### src/design/mvt_pkg.sv
// ----------------------------------------------------------------------------
// mvt_pkg: shared types and constants for the matrix-vector transform
// Widths, fixed-point format, item codes and stream packing offsets.
// ----------------------------------------------------------------------------
package mvt_pkg;

	localparam int FRAC_BITS = 16;             // fractional bits
	localparam int DATA_W    = 32;
	localparam int DIM       = 4;
	localparam int IDX_W     = $clog2(DIM);
	localparam int ENTRIES   = DIM * DIM;
	localparam int PROD_W    = 2 * DATA_W;
	localparam int SUM_W     = PROD_W + 2;     // four products, exact

	// input tdata layout, lowest bit first
	localparam int ROW_LSB   = 0;
	localparam int COL_LSB   = ROW_LSB + IDX_W;
	localparam int VAL_LSB   = COL_LSB + IDX_W;
	localparam int VEC_LSB   = VAL_LSB + DATA_W;
	localparam int S_USED_W  = VEC_LSB + DIM * DATA_W;
	localparam int S_TDATA_W = ((S_USED_W + 7) / 8) * 8;
	localparam int M_TDATA_W = DIM * DATA_W;

	typedef logic signed [DATA_W-1:0] entry_t;
	typedef logic signed [PROD_W-1:0] prod_t;
	typedef logic signed [SUM_W-1:0]  sum_t;
	typedef logic        [IDX_W-1:0]  idx_t;

	typedef entry_t [DIM-1:0]          vec_t;
	typedef prod_t  [DIM-1:0][DIM-1:0] prod_mat_t;
	typedef sum_t   [DIM-1:0]          sum_vec_t;
	typedef sum_t   [DIM-1:0][1:0]     pair_vec_t;

	typedef enum logic {
		ACT_LOAD  = 1'b0,
		ACT_XFORM = 1'b1
	} action_t;

	localparam entry_t ENTRY_ONE = entry_t'(64'sd1 <<< FRAC_BITS);
	localparam sum_t   ROUND_HALF = sum_t'(1) <<< (FRAC_BITS - 1);
	localparam entry_t OUT_MAX = {1'b0, {(DATA_W-1){1'b1}}};
	localparam entry_t OUT_MIN = {1'b1, {(DATA_W-1){1'b0}}};

endpackage

### src/design/mvt_adder_tree.sv
// ----------------------------------------------------------------------------
// mvt_adder_tree: two-level registered row sums
// Stage 2 adds product pairs (rounding half folded in), stage 3 the pairs.
// ----------------------------------------------------------------------------
module mvt_adder_tree (
	input  logic                clk,
	input  logic                arst_n,
	input  logic                valid_s1,
	input  mvt_pkg::prod_mat_t  prod_s1,
	input  logic                ready_s2,
	input  logic                ready_s3,
	output logic                valid_s2,
	output logic                valid_s3,
	output mvt_pkg::sum_vec_t   sum_s3
);
	import mvt_pkg::*;

	pair_vec_t pair_s2;

	always_ff @(posedge clk or negedge arst_n) begin
		if (!arst_n) begin
			valid_s2 <= 1'b0;
			valid_s3 <= 1'b0;
		end else begin
			if (ready_s2) valid_s2 <= valid_s1;
			if (ready_s3) valid_s3 <= valid_s2;
		end
	end

	always_ff @(posedge clk) begin
		if (ready_s2) begin
			for (int r = 0; r < DIM; r++) begin
				pair_s2[r][0] <= sum_t'($signed(prod_s1[r][0])) +
					sum_t'($signed(prod_s1[r][1]));
				pair_s2[r][1] <= sum_t'($signed(prod_s1[r][2])) +
					sum_t'($signed(prod_s1[r][3])) + ROUND_HALF;
			end
		end
	end

	always_ff @(posedge clk) begin
		if (ready_s3) begin
			for (int r = 0; r < DIM; r++) begin
				sum_s3[r] <= $signed(pair_s2[r][0]) + $signed(pair_s2[r][1]);
			end
		end
	end

endmodule

### config.mk
export PLATFORM = sky130hd
export DESIGN_NAME = mvt_adder_tree
export DESIGN_NICKNAME = d
export VERILOG_FILES = /design/src/design/mvt_pkg.sv /design/src/design/mvt_adder_tree.sv
export SDC_FILE = /design/constraint.sdc
export NUM_CORES = 2
export LEC_CHECK = 0
export BUFFER_PORTS_ARGS = -buffer_cell sky130_fd_sc_hd__buf_2
export CORE_AREA = 3 3 501 503
export CTS_CLUSTER_SIZE = 25
export DETAILED_ROUTE_END_ITERATION = 7
export DIE_AREA = 0 0 504 506
export GPL_ROUTABILITY_DRIVEN = 0
export PLACE_DENSITY = 0.56
export RECOVER_POWER = 50
export SYNTH_ARGS = -nofsm -noshare
export SYNTH_HDL_FRONTEND = slang
export SYNTH_SLANG_ARGS = --single-unit
### constraint.sdc
create_clock -name clk -period 5.2 [get_ports clk]
set_input_delay 1.04 -clock clk [delete_from_list [all_inputs] [get_ports clk]]
set_output_delay 1.04 -clock clk [all_outputs]
set_load 0.01 [all_outputs]
==> results by group <==
Floorplan
  – Die height: 506 um
  – Starting density of the core: 28.32%
  – Cell Rows: 182
  – Area of the die: 255000 um2
  – Die extent in x: 504 um
  – I/O pin total: 1295
  – Core Region: 246400 um2

Synth
  – Yosys top cell by area: edfxtp_1
  – Ys flop type: edfxtp_1
  – Post-synth ARST share: 0.2532%
  – Syn_nets: 9396
  – Main area contributors after synthesis: edfxtp_1 (34%), ha_1 (18%), a21oi_1 (6.3%)
  – Synth Warn #: 0
  – Distinct cell type count after synthesis: 107
  – Cell with the most instances after synthesis: ha_1
  – Cells after synthesis: 7327
  – Number of synthesized flops with an enable pin: 788
  – Sequential share of the synthesized area: 33.98%
  – FF+latch count, synth: 790
  – Mapped cell area: 69780 um2
  – Top-area cell type share of the netlist area: 33.91%
  – Commonest cells in the netlist: ha_1 (1028), a21oi_1 (874), edfxtp_1 (788)
  – Synthesized area per cell: 9.524 um2

Timing
  – Post-layout min period: 4.730 ns
  – Hold Slack: 0.08945 ns
  – F_max: 211.4 MHz
  – Final Hold Vio Count: 0
  – Final setup margin: 0.4697 ns
  – Slew at the pin with the worst max-slew slack: 2.695 ns
  – Unrepaired setup endpoints after global routing: false
  – Part of the cycle the worst path needs: 90.97%
  – Final Slew Violations: 612
  – Clock skew: 0.04556 ns
  – TNS Setup: 0 ns
  – Finish-stage setup viols: 0
  – Max-slew headroom: -79.69%

Worst setup path
  – Worst path arrival time: 5.02 ns
  – WP buf/inv: 2
  – Delay-heaviest family, CP: buffers and inverters
  – FF-to-FF Start: pair_s2[264]
  – Slowest-stage cell, CP: clkbuf_2
  – Max incr delay on CP: 1.94 ns
  – Data required, critical path: 5.49 ns
  – Crit path top cell by count: clkbuf_2
  – Crit-path cells: clkbuf_2 > clkbuf_2
  – Crit Path Class: in -> reg
  – FF-to-FF End: sum_s3[194]
  – Worst R2R Setup Slack: 0.62 ns
  – CP endpoint kind: register
  – Startpoint Class: input port
  – Critical path peak fanout: 94
  – R2R cell count: 15

Power
  – Pleak: 0.03727 uW
  – Worst IR drop on VDD: 0.2830 mV
  – P per Cell Area: 388.8 nW/um2
  – Total Power: 32630 uW

Place
  – Area after DPL: 80770 um2
  – Post-DP HPWL: 240500 um
  – IO buf count: 1294
  – Place WS: -0.1872 ns

Routing
  – WL/cell: 23.34 um
  – Initial detailed-routing violation count: 5192
  – Vias: 64090
  – TritonRoute pass-1 iters: 8
  – DR vias/cell: 5.305
  – DRC viols: 0
  – Routed wire length: 281900 um
  – DRT antenna net count: 0

Final layout
  – Area Overhead vs Synth: 20.27%
  – Design Area, Final: 83920 um2
  – Register area: 23710 um2
  – Share of layout cells above drive strength 1: 19.03%
  – Final #Nets: 10710
  – Multi-input combinational cell area: 44330 um2
  – FILL cells: 25360

Clocking
  – CTS tree: done
  – Root Buffer: clkbuf_16
  – Post-CTS Setup Inserts: 0
  – Inserted Clock Buffers: 100
  – H-tree Lvls: 3
  – Clock Sink Count: 790
  – Reg clk slew, reported paths: 0.05 ns
  – Clk buf depth: 3
  – CTS Hold Bufs: 0
  – Post-cts gate resize count: 0
  – Clk_lat worst skew: 0.74 ns

GRT
  – First-pass GRT wire length: 407700 um
  – Total track usage: 21.04%
  – Met1 usage: 25.24%
  – Largest net degree at the start of global routing: 101
  – Number of global-route vias before repair: 63600
  – Grt met3 use: 3.707%
  – Layer with the highest usage: met2
  – Initial antenna violation count: 66
  – GRT overflow: 0
  – Global routing usage on met2: 36.94%

Flow run
  – Number of max-cap violations: 9

Run status
  – Failing checks: capacitance limit, slew limit
  – Status: complete, but fails checks

Worst hold path
  – Hold crit path type: in -> async
==> cells by family after synthesis <==
group	Yosys count	synth area share [%]
compound gates	2555	23.60
simple gates	1759	12.06
fa+ha+maj	1040	18.78
flops	790	33.98
xor+xnor	724	9.087
buf+inv	457	2.464
mux	2	0.03227
==> layout make-up <==
cell class,count,area share [%]
Antenna cell,41,0.1223
Clock buffer,119,3.128
Tap cell,3312,4.938
Clock inverter,68,0.8110
Timing Repair Buffer,1441,8.900
Inverter,230,1.029
Sequential cell,790,28.25
Multi-Input combinational cell,6080,52.82
==> stage by stage <==
stage / std cells / utilization (%)
after floorplan: 7327 / -
after global placement: 11850 / 32.78
after detailed placement: 11850 / 32.78
after CTS: 12040 / 34.12
after global routing: 12060 / 34.04
final: 12080 / 34.06
==> sequential cells by signal, indices dropped and copies added, names as in the netlist <==
| register | flops |
|---|---|
| pair_s2 | 524 |
| valid_s3 | 1 |
| sum_s3 | 264 |
| valid_s2 | 1 |
==> how the worst max path moves through the flow <==
stage / endpoint / from / cells past startpoint
after detailed placement: pair_s2[121] / prod_s1[129] / 18
final: pair_s2[50] / ready_s2 / 2
after floorplan: pair_s2[259] / prod_s1[385] / 15
after global placement: pair_s2[121] / prod_s1[129] / 18
after global routing: pair_s2[126] / ready_s2 / 2
after CTS: pair_s2[121] / prod_s1[129] / 18
==> report_power, final <==
part           switching [uW]  internal (uW)  total, uW
Sequential               1040           9510      10500
Clock                    3050           4040       7090
Combinational            9170           5820      15000
Total                   13300          19400      32600
==> placed cells by master, fill, tap and decap left out, drive strengths merged, types with 82 or more instances in the layout <==
| cell type | count |
|---|---|
| nor2 | 425 |
| a21o | 441 |
| edfxtp | 788 |
| xor2 | 263 |
| nand2b | 83 |
| o21bai | 156 |
| ha | 1028 |
| nand2 | 550 |
| xnor2 | 461 |
| a21oi | 879 |
| a31oi | 82 |
| buf | 1374 |
| inv | 241 |
| nor3 | 96 |
| o21ai | 469 |
| nand4 | 176 |
| nand3 | 136 |
| clkbuf | 185 |
| nor2b | 84 |
==> layer usage <==
metal,wire length (um),vias up
li1,-,30420
met1,112000,30340
met2,137200,2781
met3,19540,515
met4,12860,42
met5,293,-
(Power assumes the default switching activity.)
