File: src/design/mvt_pkg.sv
// ----------------------------------------------------------------------------
// mvt_pkg: shared types and constants for the matrix-vector transform
// Widths, fixed-point format, item codes and stream packing offsets.
// ----------------------------------------------------------------------------
package mvt_pkg;

	localparam int FRAC_BITS = 16;             // fractional bits
	localparam int DATA_W    = 32;
	localparam int DIM       = 4;
	localparam int IDX_W     = $clog2(DIM);
	localparam int ENTRIES   = DIM * DIM;
	localparam int PROD_W    = 2 * DATA_W;
	localparam int SUM_W     = PROD_W + 2;     // four products, exact

	// input tdata layout, lowest bit first
	localparam int ROW_LSB   = 0;
	localparam int COL_LSB   = ROW_LSB + IDX_W;
	localparam int VAL_LSB   = COL_LSB + IDX_W;
	localparam int VEC_LSB   = VAL_LSB + DATA_W;
	localparam int S_USED_W  = VEC_LSB + DIM * DATA_W;
	localparam int S_TDATA_W = ((S_USED_W + 7) / 8) * 8;
	localparam int M_TDATA_W = DIM * DATA_W;

	typedef logic signed [DATA_W-1:0] entry_t;
	typedef logic signed [PROD_W-1:0] prod_t;
	typedef logic signed [SUM_W-1:0]  sum_t;
	typedef logic        [IDX_W-1:0]  idx_t;

	typedef entry_t [DIM-1:0]          vec_t;
	typedef prod_t  [DIM-1:0][DIM-1:0] prod_mat_t;
	typedef sum_t   [DIM-1:0]          sum_vec_t;
	typedef sum_t   [DIM-1:0][1:0]     pair_vec_t;

	typedef enum logic {
		ACT_LOAD  = 1'b0,
		ACT_XFORM = 1'b1
	} action_t;

	localparam entry_t ENTRY_ONE = entry_t'(64'sd1 <<< FRAC_BITS);
	localparam sum_t   ROUND_HALF = sum_t'(1) <<< (FRAC_BITS - 1);
	localparam entry_t OUT_MAX = {1'b0, {(DATA_W-1){1'b1}}};
	localparam entry_t OUT_MIN = {1'b1, {(DATA_W-1){1'b0}}};

endpackage

File: src/design/mvt_round_sat.sv
// ----------------------------------------------------------------------------
// mvt_round_sat: scale, saturate and output register
// Drops the fraction bits of the rounded sums, clamps to 32 bits, flags it.
// ----------------------------------------------------------------------------
module mvt_round_sat (
	input  logic               clk,
	input  logic               arst_n,
	input  logic               valid_s3,
	input  mvt_pkg::sum_vec_t  sum_s3,
	input  logic               ready_s4,
	output logic               valid_s4,
	output mvt_pkg::vec_t      res_s4,
	output logic               clip_s4
);
	import mvt_pkg::*;

	localparam int TOP_LSB = FRAC_BITS + DATA_W - 1;

	vec_t            res_d;
	logic [DIM-1:0]  clip_d;

	always_comb begin
		for (int r = 0; r < DIM; r++) begin
			// bits above the result must all repeat its sign
			if (&sum_s3[r][SUM_W-1:TOP_LSB] || ~|sum_s3[r][SUM_W-1:TOP_LSB]) begin
				res_d[r]  = sum_s3[r][TOP_LSB:FRAC_BITS];
				clip_d[r] = 1'b0;
			end else begin
				res_d[r]  = sum_s3[r][SUM_W-1] ? OUT_MIN : OUT_MAX;
				clip_d[r] = 1'b1;
			end
		end
	end

	always_ff @(posedge clk or negedge arst_n) begin
		if (!arst_n) begin
			valid_s4 <= 1'b0;
		end else if (ready_s4) begin
			valid_s4 <= valid_s3;
		end
	end

	always_ff @(posedge clk) begin
		if (ready_s4) begin
			res_s4  <= res_d;
			clip_s4 <= |clip_d;
		end
	end

endmodule

File: config.mk
export PLATFORM = sky130hd
export DESIGN_NAME = mvt_round_sat
export DESIGN_NICKNAME = d
export VERILOG_FILES = /design/src/design/mvt_pkg.sv /design/src/design/mvt_round_sat.sv
export SDC_FILE = /design/constraint.sdc
export NUM_CORES = 1
export LEC_CHECK = 0
export ABC_AREA = 1
export BUFFER_PORTS_ARGS = -buffer_cell sky130_fd_sc_hd__buf_2
export CORE_AREA = 4 4 154 156
export CTS_CLUSTER_DIAMETER = 60
export DETAILED_ROUTE_END_ITERATION = 12
export DIE_AREA = 0 0 158 160
export HOLD_SLACK_MARGIN = 0.1
export PLACE_DENSITY = 0.66
export SLEW_MARGIN = 20
export SYNTH_ARGS = -nofsm -noshare
export SYNTH_HDL_FRONTEND = slang
export SYNTH_SLANG_ARGS = --single-unit
File: constraint.sdc
create_clock -name clk -period 0.9 [get_ports clk]
set_clock_uncertainty 0.05 [all_clocks]
set_input_delay 0.18 -clock clk [delete_from_list [all_inputs] [get_ports clk]]
set_output_delay 0.18 -clock clk [all_outputs]
set_load 0.1 [all_outputs]
==> results.txt <==
----------------------------------------------------
[Min path]
  Min-Delay Path Class ... primary input to flip-flop
  Worst Hold Path Cells ... 2

[Layout]
  Final core utilization ... 62.0%
  Area added between synthesis and finish ... 141%
  Share of cells above drive strength 1 ... 64.0%
  Layout Cells excl Fill ... 1368
  Final Instance Area ... 13900 um^2
  # nets final ... 1337

[Critical path]
  Top Family by Delay on Critical Path ... flip-flops
  Peak per-stage delay on the critical path ... 0.47 ns
  Critical path class ... flip-flop to output port
  Series of cell instances along the critical path ... buf_12
  Total buffers and inverters traversed by the critical path ... 1
  CP max-delay cell ... edfxtp_1
  Worst Path Max Fanout ... 1
  Required time at the worst-slack endpoint ... 0.67 ns
  Path length in cells of the critical path ... 1
  Worst endpoint data arrival time ... 1.09 ns
  FF-to-FF path depth ... 1
  Critical Path Start Type ... flip-flop
  Critical path endpoint category ... output port

[STA]
  Final Critical Period ... 1.32 ns
  Final WS setup ... -0.422 ns
  Slew of the pin with the lowest slew margin ... 0.304 ns
  Maximum achievable frequency ... 757 MHz
  Number of endpoints failing setup at the final stage ... 255
  Number of pins with negative max-slew slack in the final report ... 0
  Final hold violation count ... 0
  Setup repair after global routing missed its margin ... yes
  Final critical-path share of the clock period ... 147%
  Relative slew margins ... 79.8%

[Synthesis]
  Most instantiated library cell after synthesis ... nand2_1
  Cell type with the largest total area after synthesis ... edfxtp_1
  Post-synthesis instance area ... 5760 um^2
  Count of different cell masters after synthesis ... 18
  Syn Nets ... 812
  Number of enable flip-flop cells after synthesis ... 129
  Number of warnings reported in the yosys synthesis log ... 0
  Count of state elements after synthesis ... 130
  Area fraction of the dominant cell type after synthesis ... 67.3%
  Mean instance size in the synthesized netlist ... 10.6 um^2
  Fraction of registers with async set/reset ... 0.769%
  Commonest cells in the synthesized netlist ... nand2_1 (291), edfxtp_1 (129), nor2_1 (54)
  Sequential share of the synthesized area ... 67.7%
  Largest cells by area after synthesis ... edfxtp_1 (67%), nand2_1 (19%), buf_6 (4.1%)
  Count of mapped cells out of synthesis ... 544
  Most used DFF post-synth ... edfxtp_1

[Clocking]
  TritonCTS clock tree ... done
  Count of clock tree sinks ... 130
  Clock buffer depth ... 2
  Root Buffer ... clkbuf_16
  Clock insertion delay at the later pin of the skew report ... 0.41 ns
  Clock transition at the register clock pins on the worst setup and hold paths after CTS ... 0.06 ns
  Number of levels in the clock H-tree ... 4
  Number of buffers added by the clock tree synthesis step ... 17

[Detailed routing]
  WL final ... 25.4 mm
  First-pass iteration count of the detailed router ... 5
  Mean routed wirelength per cell ... 18.6 um
  Remaining DRCs ... 0
  Vias per std cell ... 4.51
  Remaining antenna violation count ... 0
  First-iteration detailed-routing DRC count ... 311
  Vias ... 6174

[GRT]
  Total gr overflow ... 0
  Via count of the first global-routing pass ... 6594
  Pin count of the biggest net entering global routing ... 52
  First-pass GRT wire length ... 35.4 mm
  Number of antenna violations at the first check in global routing ... 2
  Aggregate global-route resource usage ... 18.1%

[Die]
  # rows ... 55
  Die Span Y ... 160 um
  Die area ... 25300 um^2
  Die Span X ... 158 um
  Core outline area ... 22400 um^2
  Effective utilization at floorplan ... 25.8%
  Boundary Pins ... 398

[Placement]
  Placer congestion estimate ... 0.820
  Detail Placement HPWL ... 14.5 mm
  Instance area after placement ... 9910 um^2
  Minimum setup slack after placement ... -0.655 ns
  Port buffer count ... 333
  Cell total after placement ... 1168

[Status]
  Result of the run ... finished, violations left
  Violated checks ... setup timing

[Power]
  Leakage power total ... 6.18 nW
  Switching Power ... 7.68 mW
  Internal power contribution ... 15.1 mW
  Reg power frac ... 33.5%
  Clock group share of total power ... 33.6%
  Sw Ratio ... 33.8%
  Peak supply drop ... 0.00104 V
  Areal power density over the cells ... 1640 nW/um^2
  Combinational group share of total power ... 32.9%

[Run]
  Number of max-capacitance violations reported ... 0

----------------------------------------------------
==> layout by cell type, fill, tap and decap left out <==
cell type	synthesis	final
bufinv_16	0	5
inv_6	0	1
inv_4	0	1
clkinv_4	0	3
or2_1	8	7
nand3_1	5	4
clkbuf_1	3	2
clkinv_1	0	1
nor2_2	2	22
nand2_1	291	75
or2_4	0	1
nand3_4	0	2
diode_2	0	1
nand4_1	8	8
nor2_4	0	7
nand3b_4	0	3
inv_1	6	5
buf_8	0	6
dlygate4sd3_1	1	131
mux2_2	1	1
nand2_4	3	76
clkbuf_16	0	18
dfrtp_2	0	1
clkinv_2	0	1
nand3_2	4	3
buf_6	21	41
nand2_2	1	139
clkinvlp_4	0	2
nand2_8	0	5
buf_16	0	6
buf_4	3	15
buf_12	0	161
nor2_1	54	27
edfxtp_1	129	129
buf_2	0	173
==> final timing paths <==
kind / start / to / slack [ns]
max: res_s4[64] / res_s4[64] / -0.42
min: ready_s4 / res_s4[38] / 0.14
min in group asynchronous: arst_n / valid_s4 / 0.61
max reg2reg: valid_s4 / valid_s4 / 0.04
min reg2reg: valid_s4 / valid_s4 / 0.52
max in group asynchronous: arst_n / valid_s4 / 0.05
==> power by group through the flow <==
stage	registers (mW)	logic [mW]	clock network (mW)
CTS	7.62	7.26	7.72
global placement	7.72	6.40	0
global route	7.67	7.65	7.99
detailed placement	7.74	6.44	0
finish	7.63	7.47	7.64
floorplan	10.9	0.312	0
==> cell type report <==
| class | instances | area (um^2) |
|---|---|---|
| inverter | 6 | 25.0 |
| clock buffer | 19 | 433 |
| multi-input combinational | 380 | 2680 |
| sequential | 130 | 3900 |
| tap | 285 | 357 |
| clock inverter | 13 | 209 |
| timing repair buffer | 534 | 6250 |
| antenna | 1 | 2.50 |
| fill | 1545 | 8500 |
==> metrics by stage <==
stage               setup TNS (ns)  power (mW)  hold WS (ns)
finish                      -68.94        22.7         0.138
global route                -77.82        23.3         0.116
CTS                         -67.09        22.6         0.119
detailed placement          -73.83        14.2       -0.0879
global placement            -71.29        14.1       -0.0899
floorplan                   -67.54        11.2        -0.166
==> what timing repair did <==
item,CTS,global route
hold endpoints to repair,130,0
pin swaps,85,98
hold buffers,131,0
setup buffers,27,8
endpoints found under the setup margin,255,255
gates resized for setup,205,229
gates cloned,17,1
==> flip-flops by register name, summed over array words and instances, names as in the netlist <==
name	flops
valid_s4	1
res_s4	128
clip_s4	1
==> layer usage <==
layer	global-route usage, %	vias to the layer above	wire length, um
li1	-	2839	-
met1	19.2	3000	8850
met2	33.6	272	14000
met3	5.09	61	1650
met4	6.75	2	864
met5	0	-	11
==> cell families after synthesis <==
group,Yosys count,synth area share [%]
and+or+nand+nor,379,26.9
DFF,130,67.7
buffers and inverters,34,5.26
muxes,1,0.196
Power figures use the tool's default switching activity.
